[src/lnk_pkg.sv]
// ----------------------------------------------------------------------------
// Linkage descriptor parser package
// Parse phases, field codes and the state and result records that the
// decoder and the top level share.
// ----------------------------------------------------------------------------
package lnk_pkg;

	// Parse phases.
	localparam logic [4:0] PH_FIXED    = 5'd0;
	localparam logic [4:0] PH_HO_FLAGS = 5'd1;
	localparam logic [4:0] PH_HO_NET_H = 5'd2;
	localparam logic [4:0] PH_HO_NET_L = 5'd3;
	localparam logic [4:0] PH_HO_SVC_H = 5'd4;
	localparam logic [4:0] PH_HO_SVC_L = 5'd5;
	localparam logic [4:0] PH_EV_ID_H  = 5'd6;
	localparam logic [4:0] PH_EV_ID_L  = 5'd7;
	localparam logic [4:0] PH_EV_FLAGS = 5'd8;
	localparam logic [4:0] PH_EXT_LEN  = 5'd9;
	localparam logic [4:0] PH_X_ID_H   = 5'd10;
	localparam logic [4:0] PH_X_ID_L   = 5'd11;
	localparam logic [4:0] PH_X_FLAGS  = 5'd12;
	localparam logic [4:0] PH_X_USR_H  = 5'd13;
	localparam logic [4:0] PH_X_USR_L  = 5'd14;
	localparam logic [4:0] PH_X_TS_H   = 5'd15;
	localparam logic [4:0] PH_X_TS_L   = 5'd16;
	localparam logic [4:0] PH_X_ON_H   = 5'd17;
	localparam logic [4:0] PH_X_ON_L   = 5'd18;
	localparam logic [4:0] PH_X_SV_H   = 5'd19;
	localparam logic [4:0] PH_X_SV_L   = 5'd20;
	localparam logic [4:0] PH_PRIVATE  = 5'd21;

	// Result field codes.
	localparam logic [4:0] FC_TSID     = 5'd0;
	localparam logic [4:0] FC_LTYPE    = 5'd3;
	localparam logic [4:0] FC_HANDOVER = 5'd4;
	localparam logic [4:0] FC_NETID    = 5'd5;
	localparam logic [4:0] FC_INITSVC  = 5'd6;
	localparam logic [4:0] FC_EVID     = 5'd7;
	localparam logic [4:0] FC_EVFLAGS  = 5'd8;
	localparam logic [4:0] FC_XEVID    = 5'd9;
	localparam logic [4:0] FC_XFLAGS   = 5'd10;
	localparam logic [4:0] FC_USERID   = 5'd11;
	localparam logic [4:0] FC_XTSID    = 5'd12;
	localparam logic [4:0] FC_XONID    = 5'd13;
	localparam logic [4:0] FC_XSVC     = 5'd14;
	localparam logic [4:0] FC_PRIVATE  = 5'd15;
	localparam logic [4:0] FC_OK       = 5'd16;
	localparam logic [4:0] FC_ERROR    = 5'd17;

	// Id kinds of an extended event entry that carry an extra id.
	localparam logic [1:0] IDK_TSID = 2'd1;
	localparam logic [1:0] IDK_USER = 2'd3;

	// Minimum loop bytes for a new entry and for an optional id.
	localparam logic [7:0] ENTRY_MIN_BYTES = 8'd3;
	localparam logic [7:0] ID_BYTES        = 8'd2;

	// Byte position of the linkage type in the fixed part.
	localparam logic [2:0] LTYPE_POS = 3'd6;

	typedef struct packed {
		logic [4:0] phase;
		logic [2:0] fixed_pos;
		logic [7:0] held;
		logic [7:0] layout;
		logic [7:0] loop_left;
		logic [3:0] ho_kind;
		logic       origin;
		logic [1:0] id_kind;
		logic       onid_present;
		logic       svc_present;
		logic [6:0] entry_count;
		logic       error_seen;
	} parse_state_t;

	typedef struct packed {
		logic [4:0]  code;
		logic [15:0] value;
		logic [6:0]  index;
		logic        last;
	} result_t;

	typedef struct packed {
		logic [7:0] handover_code;
		logic [7:0] event_code;
		logic [7:0] ext_min_code;
		logic [7:0] ext_max_code;
	} lnk_cfg_t;

endpackage

[src/lnk_decoder.sv]
// ----------------------------------------------------------------------------
// Linkage descriptor byte decoder
// Combinational next-state and result logic for one payload byte: up to
// one decoded field followed by an optional end-of-descriptor status.
// ----------------------------------------------------------------------------
module lnk_decoder import lnk_pkg::*; (
	input  parse_state_t st,
	input  lnk_cfg_t     cfg,
	input  logic [7:0]   payload_byte,
	input  logic         end_of_payload,
	output parse_state_t nxt,
	output result_t      res0,
	output result_t      res1,
	output logic [1:0]   res_count
);

	always_comb begin
		parse_state_t n;
		logic         fld_valid;
		result_t      fld;
		result_t      stat;
		logic         ea_go;
		logic [2:0]   ea_done;
		logic         eb_go;
		logic         nx_found;
		logic [4:0]   nx_phase;
		logic [15:0]  w;
		logic         ok;

		n         = st;
		fld_valid = 1'b0;
		fld       = '0;
		stat      = '0;
		ea_go     = 1'b0;
		ea_done   = 3'd0;
		eb_go     = 1'b0;
		nx_found  = 1'b0;
		nx_phase  = PH_FIXED;
		w         = {st.held, payload_byte};
		ok        = 1'b0;

		// Decode the byte unless an error already stopped the descriptor.
		if (!st.error_seen) begin
			case (st.phase)
				PH_FIXED: begin
					if (st.fixed_pos == LTYPE_POS) begin
						n.layout  = payload_byte;
						fld_valid = 1'b1;
						fld.code  = FC_LTYPE;
						fld.value = {8'd0, payload_byte};
						// First matching layout wins.
						if (payload_byte == cfg.handover_code) begin
							n.phase = PH_HO_FLAGS;
						end else if (payload_byte == cfg.event_code) begin
							n.phase = PH_EV_ID_H;
						end else if (payload_byte >= cfg.ext_min_code &&
						             payload_byte <= cfg.ext_max_code) begin
							n.phase = PH_EXT_LEN;
						end else begin
							n.phase = PH_PRIVATE;
						end
					end else begin
						if (st.fixed_pos[0]) begin
							fld_valid = 1'b1;
							fld.code  = FC_TSID + {3'd0, st.fixed_pos[2:1]};
							fld.value = w;
						end else begin
							n.held = payload_byte;
						end
						n.fixed_pos = st.fixed_pos + 3'd1;
					end
				end
				PH_HO_FLAGS: begin
					n.ho_kind = payload_byte[7:4];
					n.origin  = payload_byte[0];
					fld_valid = 1'b1;
					fld.code  = FC_HANDOVER;
					fld.value = {11'd0, payload_byte[7:4], payload_byte[0]};
					if (payload_byte[7:4] >= 4'd1 && payload_byte[7:4] <= 4'd3) begin
						n.phase = PH_HO_NET_H;
					end else begin
						n.phase = payload_byte[0] ? PH_PRIVATE : PH_HO_SVC_H;
					end
				end
				PH_HO_NET_L: begin
					fld_valid = 1'b1;
					fld.code  = FC_NETID;
					fld.value = w;
					n.phase   = st.origin ? PH_PRIVATE : PH_HO_SVC_H;
				end
				PH_HO_SVC_L: begin
					fld_valid = 1'b1;
					fld.code  = FC_INITSVC;
					fld.value = w;
					n.phase   = PH_PRIVATE;
				end
				PH_EV_ID_L: begin
					fld_valid = 1'b1;
					fld.code  = FC_EVID;
					fld.value = w;
					n.phase   = PH_EV_FLAGS;
				end
				PH_EV_FLAGS: begin
					fld_valid = 1'b1;
					fld.code  = FC_EVFLAGS;
					fld.value = {14'd0, payload_byte[7], payload_byte[6]};
					n.phase   = PH_PRIVATE;
				end
				PH_EXT_LEN: begin
					n.loop_left = payload_byte;
					eb_go       = 1'b1;
				end
				PH_X_ID_L: begin
					fld_valid = 1'b1;
					fld.code  = FC_XEVID;
					fld.value = w;
					fld.index = st.entry_count;
					n.phase   = PH_X_FLAGS;
				end
				PH_X_FLAGS: begin
					fld_valid      = 1'b1;
					fld.code       = FC_XFLAGS;
					fld.value      = {10'd0, payload_byte[7:2]};
					fld.index      = st.entry_count;
					n.id_kind      = payload_byte[3:2];
					n.onid_present = payload_byte[1];
					n.svc_present  = payload_byte[0];
					n.loop_left    = st.loop_left - ENTRY_MIN_BYTES;
					ea_go          = 1'b1;
					ea_done        = 3'd0;
				end
				PH_X_USR_L, PH_X_TS_L, PH_X_ON_L, PH_X_SV_L: begin
					fld_valid   = 1'b1;
					fld.value   = w;
					fld.index   = st.entry_count;
					n.loop_left = st.loop_left - ID_BYTES;
					ea_go       = 1'b1;
					case (st.phase)
						PH_X_USR_L: begin
							fld.code = FC_USERID;
							ea_done  = 3'd1;
						end
						PH_X_TS_L: begin
							fld.code = FC_XTSID;
							ea_done  = 3'd2;
						end
						PH_X_ON_L: begin
							fld.code = FC_XONID;
							ea_done  = 3'd3;
						end
						default: begin
							fld.code = FC_XSVC;
							ea_done  = 3'd4;
						end
					endcase
				end
				PH_PRIVATE: begin
					fld_valid = 1'b1;
					fld.code  = FC_PRIVATE;
					fld.value = {8'd0, payload_byte};
				end
				PH_HO_NET_H, PH_HO_SVC_H, PH_EV_ID_H, PH_X_ID_H,
				PH_X_USR_H, PH_X_TS_H, PH_X_ON_H, PH_X_SV_H: begin
					n.held  = payload_byte;
					n.phase = st.phase + 5'd1;
				end
				default: begin
					n.error_seen = 1'b1;
				end
			endcase
		end

		// Move to the next optional id of the entry, or close the entry.
		if (ea_go) begin
			if (ea_done < 3'd1 && n.id_kind == IDK_USER) begin
				nx_found = 1'b1;
				nx_phase = PH_X_USR_H;
			end else if (ea_done < 3'd2 && n.id_kind == IDK_TSID) begin
				nx_found = 1'b1;
				nx_phase = PH_X_TS_H;
			end else if (ea_done < 3'd3 && n.onid_present) begin
				nx_found = 1'b1;
				nx_phase = PH_X_ON_H;
			end else if (ea_done < 3'd4 && n.svc_present) begin
				nx_found = 1'b1;
				nx_phase = PH_X_SV_H;
			end
			if (!nx_found) begin
				n.entry_count = n.entry_count + 7'd1;
				eb_go         = 1'b1;
			end else if (n.loop_left < ID_BYTES) begin
				n.error_seen = 1'b1;
			end else begin
				n.phase = nx_phase;
			end
		end

		// Entry boundary: leave the loop, start an entry, or flag an overrun.
		if (eb_go) begin
			if (n.loop_left == 8'd0) begin
				n.phase = PH_PRIVATE;
			end else if (n.loop_left < ENTRY_MIN_BYTES) begin
				n.error_seen = 1'b1;
			end else begin
				n.phase = PH_X_ID_H;
			end
		end

		// End mark: status result and a clean state for the next descriptor.
		ok        = !n.error_seen && n.phase == PH_PRIVATE;
		stat.code = ok ? FC_OK : FC_ERROR;
		stat.last = 1'b1;
		if (end_of_payload) begin
			n = '0;
		end
		fld.last = !end_of_payload;

		nxt = n;
		if (fld_valid) begin
			res0      = fld;
			res1      = stat;
			res_count = end_of_payload ? 2'd2 : 2'd1;
		end else begin
			res0      = stat;
			res1      = stat;
			res_count = end_of_payload ? 2'd1 : 2'd0;
		end
	end

endmodule

[src/linkage_descriptor_parser_unit.sv]
// ----------------------------------------------------------------------------
// Linkage descriptor parser unit
// Decodes DVB linkage descriptor payload bytes into (code, value) results.
// ----------------------------------------------------------------------------
// The block takes one payload byte per cycle. Each byte passes an input
// register and is decoded from it into at most one field result,
// plus an ok or error status on the byte that carries the end mark; results
// go into a three-entry output queue. The input register advances whenever
// the queue holds at most one result, so with out_ready high the sustained
// rate is one byte per clock; the byte with the end mark may hold the input
// while its second result drains through the single output port. After reset
// the block is ready at once. Configuration registers sit on an APB port at
// byte offsets 0, 4, 8 and 12 and are meant to be written between
// descriptors.
module linkage_descriptor_parser_unit import lnk_pkg::*; (
	input  logic        clk,
	input  logic        arst_n,
	// Byte transactions.
	input  logic        in_valid,
	output logic        in_ready,
	input  logic [7:0]  payload_byte,
	input  logic        end_of_payload,
	// Result transactions.
	output logic        out_valid,
	input  logic        out_ready,
	output logic [4:0]  field_code,
	output logic [15:0] field_value,
	output logic [6:0]  entry_index,
	output logic        last_of_run,
	// Configuration port.
	input  logic        psel,
	input  logic        penable,
	input  logic        pwrite,
	input  logic [3:0]  paddr,
	input  logic [31:0] pwdata,
	output logic [31:0] prdata,
	output logic        pready
);

	localparam logic [1:0] REG_HANDOVER = 2'd0;
	localparam logic [1:0] REG_EVENT    = 2'd1;
	localparam logic [1:0] REG_EXT_MIN  = 2'd2;
	localparam logic [1:0] REG_EXT_MAX  = 2'd3;
	localparam int         QDEPTH       = 3;

	lnk_cfg_t     cfg_q;
	parse_state_t st_q;
	parse_state_t st_nxt;
	result_t      res0;
	result_t      res1;
	logic [1:0]   res_count;
	logic         valid_s1;
	logic [7:0]   byte_s1;
	logic         end_s1;
	logic         advance;
	logic         pop;
	result_t      queue_q [QDEPTH];
	result_t      queue_n [QDEPTH];
	logic [1:0]   cnt_q;
	logic [1:0]   cnt_n;
	logic [1:0]   base;

	// Configuration registers.
	assign pready = 1'b1;

	always_ff @(posedge clk or negedge arst_n) begin
		if (!arst_n) begin
			cfg_q.handover_code <= 8'd8;
			cfg_q.event_code    <= 8'd13;
			cfg_q.ext_min_code  <= 8'd14;
			cfg_q.ext_max_code  <= 8'd31;
		end else if (psel && penable && pwrite) begin
			case (paddr[3:2])
				REG_HANDOVER: cfg_q.handover_code <= pwdata[7:0];
				REG_EVENT:    cfg_q.event_code    <= pwdata[7:0];
				REG_EXT_MIN:  cfg_q.ext_min_code  <= pwdata[7:0];
				REG_EXT_MAX:  cfg_q.ext_max_code  <= pwdata[7:0];
				default:      cfg_q               <= cfg_q;
			endcase
		end
	end

	always_comb begin
		case (paddr[3:2])
			REG_HANDOVER: prdata = {24'd0, cfg_q.handover_code};
			REG_EVENT:    prdata = {24'd0, cfg_q.event_code};
			REG_EXT_MIN:  prdata = {24'd0, cfg_q.ext_min_code};
			REG_EXT_MAX:  prdata = {24'd0, cfg_q.ext_max_code};
			default:      prdata = 32'd0;
		endcase
	end

	// Input register; it advances while the queue has room for two results.
	assign advance  = valid_s1 && (cnt_q <= 2'd1);
	assign in_ready = !valid_s1 || advance;

	always_ff @(posedge clk or negedge arst_n) begin
		if (!arst_n) begin
			valid_s1 <= 1'b0;
		end else if (in_ready) begin
			valid_s1 <= in_valid;
		end
	end

	always_ff @(posedge clk) begin
		if (in_ready && in_valid) begin
			byte_s1 <= payload_byte;
			end_s1  <= end_of_payload;
		end
	end

	// Byte decode.
	lnk_decoder u_decoder (
		.st             (st_q),
		.cfg            (cfg_q),
		.payload_byte   (byte_s1),
		.end_of_payload (end_s1),
		.nxt            (st_nxt),
		.res0           (res0),
		.res1           (res1),
		.res_count      (res_count)
	);

	always_ff @(posedge clk or negedge arst_n) begin
		if (!arst_n) begin
			st_q <= '0;
		end else if (advance) begin
			st_q <= st_nxt;
		end
	end

	// Output queue: the head is slot zero, pops shift the rest down.
	assign out_valid   = cnt_q != 2'd0;
	assign pop         = out_valid && out_ready;
	assign field_code  = queue_q[0].code;
	assign field_value = queue_q[0].value;
	assign entry_index = queue_q[0].index;
	assign last_of_run = queue_q[0].last;

	always_comb begin
		base    = cnt_q - {1'b0, pop};
		cnt_n   = base + (advance ? res_count : 2'd0);
		queue_n = queue_q;
		if (pop) begin
			for (int i = 0; i < QDEPTH - 1; i++) begin
				queue_n[i] = queue_q[i + 1];
			end
		end
		for (int i = 0; i < QDEPTH; i++) begin
			if (advance && res_count != 2'd0 && i[1:0] == base) begin
				queue_n[i] = res0;
			end else if (advance && res_count == 2'd2 && i[1:0] == base + 2'd1) begin
				queue_n[i] = res1;
			end
		end
	end

	always_ff @(posedge clk or negedge arst_n) begin
		if (!arst_n) begin
			cnt_q <= 2'd0;
		end else begin
			cnt_q <= cnt_n;
		end
	end

	always_ff @(posedge clk) begin
		queue_q <= queue_n;
	end

	// A status result always closes the run of its byte.
	assert property (@(posedge clk) disable iff (!arst_n)
		out_valid && (field_code == FC_OK || field_code == FC_ERROR) |-> last_of_run)
		else $error("status result without last_of_run");

	// Only extended loop fields carry an entry number.
	assert property (@(posedge clk) disable iff (!arst_n)
		out_valid && (field_code < FC_XEVID || field_code > FC_XSVC) |-> entry_index == 7'd0)
		else $error("entry_index set on a non-loop field");

	// The end mark leaves the parser clean for the next descriptor.
	assert property (@(posedge clk) disable iff (!arst_n)
		advance && end_s1 |=> st_q.phase == PH_FIXED && st_q.fixed_pos == 3'd0 &&
			!st_q.error_seen && st_q.entry_count == 7'd0)
		else $error("parser state not cleared after end of payload");

endmodule

[config.mk]
export PLATFORM = sky130hd
export DESIGN_NAME = linkage_descriptor_parser_unit
export DESIGN_NICKNAME = d
export VERILOG_FILES = /design/src/lnk_pkg.sv /design/src/lnk_decoder.sv /design/src/linkage_descriptor_parser_unit.sv
export SDC_FILE = /design/constraint.sdc
export NUM_CORES = 1
export LEC_CHECK = 0
export BUFFER_PORTS_ARGS = -buffer_cell sky130_fd_sc_hd__buf_2
export CAP_MARGIN = 25
export CORE_ASPECT_RATIO = 0.5
export CORE_MARGIN = 1
export CORE_UTILIZATION = 28
export DETAILED_ROUTE_END_ITERATION = 16
export PLACE_DENSITY = 0.53
export SLEW_MARGIN = 5
export SYNTH_ARGS = -nofsm -noshare
export SYNTH_HDL_FRONTEND = slang
export SYNTH_SLANG_ARGS = --single-unit
[constraint.sdc]
create_clock -name clk -period 4.07 [get_ports clk]
set_input_delay 0.407 -clock clk [delete_from_list [all_inputs] [get_ports clk]]
set_output_delay 0.407 -clock clk [all_outputs]
set_load 0.05 [all_outputs]
# Word level (Yosys, flattened, before mapping)
# Cells that the tools add are included.
[totals]
register_bits = 168
input_bits = 52
output_inout_bits = 64
[classes]
add_sub_neg = 8
n_reduce_logical = 53
eq_ne = 40
order_cmp = 11
muxes = 76
[op_table]
columns = ["op", "count"]
rows = [
  ["$pmux 21 s10", 1],
  ["$mux 29", 7],
  ["$pmux 32 s4", 1],
  ["$mux 5", 18],
  ["$mux 58", 1],
  ["$mux 49", 1],
  ["$mux 41", 1],
  ["$eq 5x4->1 const B", 8],
  ["$mux 18", 2],
  ["$eq 5x5->1 const B", 7],
  ["$pmux 5 s7", 1],
  ["$mux 8", 4],
  ["$mux 28", 1],
  ["$pmux 8 s3", 1],
  ["$mux 1", 23],
  ["$reduce_or 22->1", 1],
  ["$eq 5x3->1 const B", 4],
  ["$logic_and 1x1->1", 20],
  ["$pmux 3 s3", 2],
  ["$eq 8x8->1", 2],
  ["$lt 8x2->1 const B", 2],
  ["$pmux 8 s2", 1],
  ["$sub 8x2->8 const B", 2],
  ["$mux 7", 2],
  ["other kinds (46)", 75],
]

# Longest topological paths before layout
# Gate-level depths: netlist of run 1.
[depth]
ltp_word = 24
mapped_depth = 17

# Modules after synthesis
# A second synthesis of run 1 with hierarchy kept.
[hier_totals]
cells_unflattened = 1244
hier_area_um2 = 12248.0
[modules_own_cells]
columns = ["mod", "cells_per_inst", "instances", "seq_area_each_um2", "area_each_um2"]
rows = [
  ["linkage_descriptor_parser_unit", 688, 1, 4999.8, 8685.8],
  ["lnk_decoder", 556, 1, 0.0, 3562.2],
]

# Worst setup path after synthesis of run 1
# No wires, ideal clock.
[synth_timing]
path_kind = "register to register"
from = "register st_q[44] (netlist name)"
to = "register queue_q[0] (netlist name), enable pin"
arrival_time_ps = 3842
slack_ps = -197
stages_incl_launch_ff = 13
n_path_buf = 2
required_ps = 3645
period_less_slack_ps = 4267
path_cell_list = "dfrtp_1 > inv_1 > ha_1 > buf_2 > nor2b_1 > and2_1 > nand3_1 > a41o_1 > clkbuf_1 > ha_1 > nor2_1 > nand2_1 > a21oi_1"
[synth_via]
elab_chain_cells = 9
word_cells_on_any_way = 24
[synth_rtl]
columns = ["element", "line", "rtl"]
rows = [
  ["from (decl)", "linkage_descriptor_parser_unit.sv:47", "parse_state_t st_q;"],
  ["from (signal assigned)", "linkage_descriptor_parser_unit.sv:128", "st_q <= st_nxt;"],
  ["$eq 5x1->1 (tied with other cells)", "lnk_decoder.sv:44", "case (st.phase)"],
  ["$reduce_or 12->1 (no source line)", "-", ""],
  ["$pmux 1 s2 (*)", "lnk_decoder.sv:44", ""],
  ["$mux 1 (*)", "lnk_decoder.sv:43", "if (!st.error_seen) begin"],
  ["$mux 2 (*)", "lnk_decoder.sv:219", "if (fld_valid) begin"],
  ["$eq 2x2->1 or $reduce_bool 2->1 (tied branches)", "linkage_descriptor_parser_unit.sv:152, linkage_descriptor_parser_unit.sv:150", ""],
  ["$logic_and 1x1->1, on equally long branches (2 in series)", "linkage_descriptor_parser_unit.sv:152, linkage_descriptor_parser_unit.sv:150", ""],
  ["$reduce_bool 2->1 (no source line) (*)", "-", ""],
  ["to (signal assigned)", "linkage_descriptor_parser_unit.sv:167", "queue_q <= queue_n;"],
  ["to (decl)", "linkage_descriptor_parser_unit.sv:57", "result_t queue_q [QDEPTH];"],
]
# Every way passes the cells marked *; elsewhere a longest branch is shown, timed or not.
# A chain may end at the register's enable or synchronous reset.

==> results by group, run 1 <==
Critical path
  • Crit start category: flop
  • CP endpoint kind: flop
  • Slowest stage delay, CP: 450 ps
  • Crit path max-delay cell type: dfrtp_1
  • CP most frequent cell: inv_1
  • CP arrival: 3930 ps
  • Critical Path RT: approximately 4300 ps
  • CP Max Fanout: 9
  • Crit Path Category: reg -> reg
  • Cells along the critical path: inv_1 -> ha_2 -> inv_1 -> a21o_1 -> a31o_1 -> a211oi_1 -> o22ai_1 -> a2111oi_4 -> a21oi_1 -> nor4_2 -> buf_4 -> o21a_1 -> a221oi_1

GRT
  • Global-route wire length before repair: roughly 40000 um
  • GRT Total Usage: 0.148
  • Grt ovf: 0
  • Largest net degree at the start of global routing: between 70 and 80
  • Antenna violations before repair: 0
  • Vias in the first global route: 7203

Synth
  • Post-Syn Area: ~10000 um2
  • Synth Instances: 960
  • Post-synthesis area per instance: just over 10 um2
  • Yosys top cell area share: 0.295
  • Distinct cell type count after synthesis: 78
  • Yosys warnings: 0
  • Yosys reg bits: about 170
  • Top cells by area, synth: edfxtp_1 29%, dfrtp_1 15%, a22o_1 4.6%
  • Ys async rst share: 0.429
  • EDFF count, synth: 96
  • Post-synth top flop: edfxtp_1
  • Register area share after synthesis: 0.481
  • Synth area leader: edfxtp_1

Detailed routing
  • Total wire length: approximately 26000 um
  • Routed len/inst: between 15 and 20 um
  • Highest routed layer: met4
  • Met3 wire len: ~1100 um
  • Antenna viol nets, final: 0
  • WL met2: 11700 um
  • # DRC: 0
  • Met1 WL: 12600 um
  • Detailed-route via count: 7430
  • Initial drt markers: around 550
  • Vias per cell: 4.95
  • Pre-antenna DRT Iters: 5

Floorplanning
  • Placement Rows: 47
  • CORE AREA: 33700 um2
  • # IOs: around 120
  • Initial core utilization: 0.290
  • Die W: 266 um
  • Die Span Y: between 100 and 150 um
  • Total die area: ~36000 um2

Timing
  • Period utilisation layout: 0.920
  • RSZ-0062 raised after global routing: no
  • Setup_tns: 0 ps
  • # setup viols final: 0
  • Max-slew violation count: 0
  • Clock skew: around 11 ps
  • Max-slew headroom: 0.488
  • FMAX: about 0.27 GHz
  • Final Hold Fails: 0
  • Post-route minimum period: 3750 ps
  • Slew @ Worst Pin: ~770 ps

Clock network
  • Clock sinks: around 170
  • Total CTS buffers: 17
  • CTS root buf: clkbuf_16
  • Post-CTS setup buffers: 0
  • Clk buf depth: 2
  • Clk slew on worst S/H paths: approximately 70 ps
  • Clk_lat worst skew: 440 ps
  • H-Tree Depth: 4
  • CTS tree: built

Cells and area
  • Final nets: ~1100
  • Reg area: ~4700 um2
  • Most common cell after layout, fill and taps aside: nand2_1
  • Fillers: approximately 3400
  • Area Growth Syn to Fin: 15.1%
  • Area of the multi-input gates: approximately 4400 um2
  • Ant diodes: 0
  • Ratio of cells with drive above 1 in the final layout: 0.204
  • Most frequent cells in the layout: 108 x nand2_1, 96 x edfxtp_1, 73 x o21ai_0

Pwr
  • VDD IR max: about 0.00033 V
  • Tot Pwr: between 9000 and 10000 uW
  • Power per cell area: between 800 and 900 nW/um2
  • Cell leakage power: about 0.0045 uW

Placed design
  • IO buf count: 64
  • Final GP Congestion: roughly 0.89
  • DPL Wire Length: around 19000 um

Min path
  • Class of the worst hold path: in -> reg

Job
  • Max-cap violations: 0

Outcome
  • Status: complete, no violations
power by group:
part / internal [uW] / switching (uW)
Sequential: 2550 / 410
Clock: 818 / 790
Combinational: 1700 / 3120
Total: 5060 / 4320
layer usage:
layer / track usage / vias up
li1: - / 3574
met1: 0.209 / 3632
met2: 0.228 / 196
met3: 0.0261 / 28
met4: 0.0527 / 0
met5: 0 / -
state kept, by name (all words and copies together), names as in the netlist, 2 cells and up:
register     flops
cnt_q            2
cfg_q           32
field_code       5
field_value     16
entry_index      7
st_q            37
byte_s1          8
queue_q         58
final timing paths:
| kind | start | endpoint | slack, ps | cells past startpoint |
|---|---|---|---|---|
| setup / recovery | st_q[44]$_DFFE_PN0P_ | field_code[0]$_DFFE_PP_ | 320 | 13 |
| hold / removal | payload_byte[6] | byte_s1[6]$_DFFE_PP_ | 140 | 1 |
| setup reg to reg | st_q[44]$_DFFE_PN0P_ | field_code[0]$_DFFE_PP_ | 320 | 13 |
| hold reg to reg | st_q[11]$_DFFE_PN0P_ | st_q[11]$_DFFE_PN0P_ | 510 | 1 |
| max in group asynchronous | arst_n | cfg_q[4]$_DFFE_PN1P_ | 3050 | 3 |
| min in group asynchronous | arst_n | st_q[19]$_DFFE_PN0P_ | 410 | 2 |
layout make-up:
type	count	area share
flip-flops and latches	168	0.418
multi-input cells	676	0.394
repair buffers	120	0.0714
well taps	465	0.0517
clock buffers	17	0.0378
clock inverters	15	0.0142
inverters	40	0.0133
worst max-delay path: cells and delay by family (launching register included):
family,cells,cell delay (ps)
compound gates,8,2030
simple gates,1,270
fa+ha+maj,1,310
flops,1,450
buf+inv,3,420
synth_stat cells, types with 8 or more instances:
cell      instances
nand2_1         109
edfxtp_1         96
o21ai_0          73
dfrtp_1          60
nor2_1           59
buf_4            54
a22o_1           51
a21oi_1          46
inv_1            37
clkbuf_1         34
ha_1             32
mux2_2           26
and2_1           22
nand3_1          21
nor3_1           20
nand2b_1         13
nor2b_1          13
o22ai_1          13
dfstp_2          12
a31oi_1          10
xnor2_1          10
xor2_1           10
a221oi_1          8
and3_1            8
mux4_2            8
per-stage QoR:
stage               cells  hold WS, ps  worst slack, ps   util  cell area, um2
finish               1501          139              324  0.334           11300
global route         1501          123             75.9  0.334           11300
CTS                  1499          110              210  0.333           11200
detailed placement   1467          494              246  0.315           10600
global placement     1467          489              225  0.315           10600
floorplan             983          111              119      -            9870
repair_timing:
| item | CTS | global route |
|---|---|---|
| endpoints found under the setup margin | 0 | 3 |
| endpoints found under the hold margin | 0 | 20 |
| gates resized for setup | 0 | 2 |
| hold buffers | 0 | 1 |
kinds of logic (layout without fill, tap and decap cells):
kind of cell,Yosys count,in the layout,share of synthesized area
AND/OR/NAND/NOR,298,298,0.146
AO/OA/AOI/OAI,263,263,0.185
flip-flops,168,168,0.481
buffers and inverters,139,192,0.0764
multiplexers,38,38,0.0525
adder cells (fa/ha/maj),32,32,0.0409
XOR/XNOR,20,20,0.0179
other,2,25,0.000768
No activity file was read; power rests on OpenSTA's default activity.
==> run 2, diff against run 1 <==
--- a/config.mk
+++ b/config.mk
@@ -12,6 +12,7 @@
 export CORE_UTILIZATION = 28
 export DETAILED_ROUTE_END_ITERATION = 16
 export PLACE_DENSITY = 0.53
+export RECOVER_POWER = 25
 export SLEW_MARGIN = 5
 export SYNTH_ARGS = -nofsm -noshare
 export SYNTH_HDL_FRONTEND = slang
==> results by group, run 2 (synthesis results as in run 1) <==
Outcome
  • Status: complete, no violations

Floorplanning
  • # IOs: roughly 120
  • Die Span Y: between 100 and 150 um
  • Initial core utilization: 0.290
  • Total die area: between 30000 and 40000 um2
  • Die W: around 270 um
  • CORE AREA: 33700 um2
  • Placement Rows: 47

Clock network
  • Clock sinks: 168
  • Clk buf depth: 2
  • CTS tree: built
  • Total CTS buffers: 17
  • Clk_lat worst skew: 440 ps
  • H-Tree Depth: 4
  • CTS root buf: clkbuf_16
  • Clk slew on worst S/H paths: ~70 ps

Timing
  • Post-route minimum period: 3700 ps
  • RSZ-0062 raised after global routing: no
  • Clock skew: 12.1 ps
  • Hold slack: about 140 ps
  • # setup viols final: 0
  • Final Hold Fails: 0
  • Max-slew headroom: 0.128
  • Max-slew violation count: 0
  • Slew @ Worst Pin: approximately 1300 ps
  • Setup_tns: 0 ps
  • Period utilisation layout: 0.910
  • FMAX: roughly 0.27 GHz

Critical path
  • R2r setup slk: between 300 and 400 ps
  • CP Max Fanout: 9
  • CP endpoint kind: flop
  • CP most frequent cell: inv_1
  • Critical Path RT: approximately 4200 ps
  • Slowest stage delay, CP: roughly 440 ps
  • CP arrival: 3870 ps
  • Cells along the critical path: inv_1 -> ha_2 -> inv_1 -> a21o_1 -> a31o_1 -> a211oi_1 -> o22ai_1 -> a2111oi_4 -> a21oi_1 -> nor4_2 -> buf_4 -> o21a_1 -> mux2i_1
  • R2r endpoint: queue_q[24]$_DFFE_PP_
  • Crit path max-delay cell type: a2111oi_4
  • Crit Path Category: reg -> reg
  • Worst setup endpoint: queue_q[24]$_DFFE_PP_
  • Crit start category: flop
  • Reg2Reg Depth: 13
  • Worst r2r src: st_q[45]$_DFFE_PN0P_
  • CP Launch Point: st_q[45]$_DFFE_PN0P_

Cells and area
  • Fillers: between 3000 and 4000
  • Area Growth Syn to Fin: 14.7%
  • Ant diodes: 0
  • Most common cell after layout, fill and taps aside: nand2_1
  • Ratio of cells with drive above 1 in the final layout: 0.196
  • Largest registers: queue_q x58, st_q x37, cfg_q x32
  • Max reg flops: slightly below 60
  • Most frequent cells in the layout: 108 x nand2_1, 96 x edfxtp_1, 73 x o21ai_0
  • Final nets: 1107
  • Most flop-heavy register: queue_q

Job
  • Max-cap violations: 0

GRT
  • Vias in the first global route: 7203
  • Grt ovf: 0
  • GRT Total Usage: 0.148
  • GRT met3 Usage: 0.0261
  • GRT met2 Usage: 0.228
  • Top Usage Layer GRT: met2
  • Largest net degree at the start of global routing: 73
  • Antenna violations before repair: 0
  • Global-route wire length before repair: roughly 41000 um
  • Grt met1 use: 0.209

Detailed routing
  • # DRC: 0
  • Pre-antenna DRT Iters: 5
  • Antenna viol nets, final: 0
  • Initial drt markers: a little under 600
  • Routed len/inst: roughly 17 um
  • Vias per cell: 4.95
  • Detailed-route via count: 7423
  • Total wire length: around 26000 um

Pwr
  • Sw Ratio: 0.461
  • Int Pwr: slightly above 5000 uW
  • Combinational power share: 0.514
  • Cell leakage power: about 0.0045 uW
  • Fraction of power consumed by sequential logic: 0.315
  • VDD IR max: 0.000330 V
  • Tot Pwr: 9380 uW
  • Power per cell area: about 840 nW/um2
  • NetSw: between 4000 and 5000 uW
  • Power share of the clock group: 0.171

Min path
  • Worst Hold Launch: payload_byte[6]
  • Class of the worst hold path: in -> reg

Placed design
  • DPL Wire Length: between 15000 and 20000 um
  • Final GP Congestion: 0.891
  • IO buf count: 64
[run 2: changes by cell type in the layout (fill, tap and decap cells not counted), sizes merged]
cell	delta
buf	-9
clkbuf	+9
[run 2: power groups by stage]
stage	logic [uW]	clock network (uW)	registers, uW
6_report	4820	1610	2950
4_1_cts	4780	1650	2960
2_1_floorplan	3630	0	2800
5_1_grt	5250	1710	3030
3_3_place_gp	4720	0	2980
3_5_place_dp	4760	0	2990
[run 2: critical path, delay by kind of cell, from the launching register on]
family,cells,cell delay (ps)
multiplexers,1,80
AND/OR/NAND/NOR,1,270
AO/OA/AOI/OAI,7,1880
flip-flops,1,410
buffers and inverters,3,440
adder cells (fa/ha/maj),1,330
[run 2: area by class of cell]
| type | instances | area (um2) | share of cell area |
|---|---|---|---|
| clock buffer | 17 | 425 | 0.0379 |
| clock inverter | 15 | 160 | 0.0143 |
| inverter | 40 | 150 | 0.0134 |
| multi-input combinational | 676 | 4430 | 0.395 |
| sequential | 168 | 4700 | 0.419 |
| tap | 465 | 582 | 0.0519 |
| timing repair buffer | 120 | 766 | 0.0683 |
[run 2: timing repair]
item | CTS | global route
setup endpoints to repair | 0 | 3
setup buffers | 0 | 0
hold endpoints to repair | 0 | 20
resized for setup | 0 | 2
hold buffers | 0 | 1
[run 2: how the worst min path moves through the flow]
stage | endpoint | slack [ps] | depth (start not counted)
3_5_place_dp | st_q[9]$_DFFE_PN0P_ | 490 | 1
6_report | byte_s1[6]$_DFFE_PP_ | 140 | 1
4_1_cts | byte_s1[6]$_DFFE_PP_ | 110 | 1
3_3_place_gp | st_q[11]$_DFFE_PN0P_ | 490 | 1
5_1_grt | byte_s1[5]$_DFFE_PP_ | 120 | 1
2_1_floorplan | cfg_q[12]$_DFFE_PN0P_ | 110 | 0
[run 2: through the flow]
stage	std cells	cell area (um2)	setup slack, ps	utilization
floorplan	983	9870	119	-
global placement	1467	10600	225	0.315
detailed placement	1467	10600	246	0.315
CTS	1499	11200	210	0.333
global route	1501	11200	75.9	0.333
finish	1501	11200	367	0.333
[run 2: routing by layer]
| layer | share of wire | up-vias | wire length (um) |
|---|---|---|---|
| met1 | 0.49 | 3614 | 12600 |
| met2 | 0.45 | 203 | 11700 |
| met3 | 0.046 | 29 | 1180 |
| li1 | - | 3577 | - |
| met5 | 0 | - | 0 |
| met4 | 0.018 | 0 | 480 |
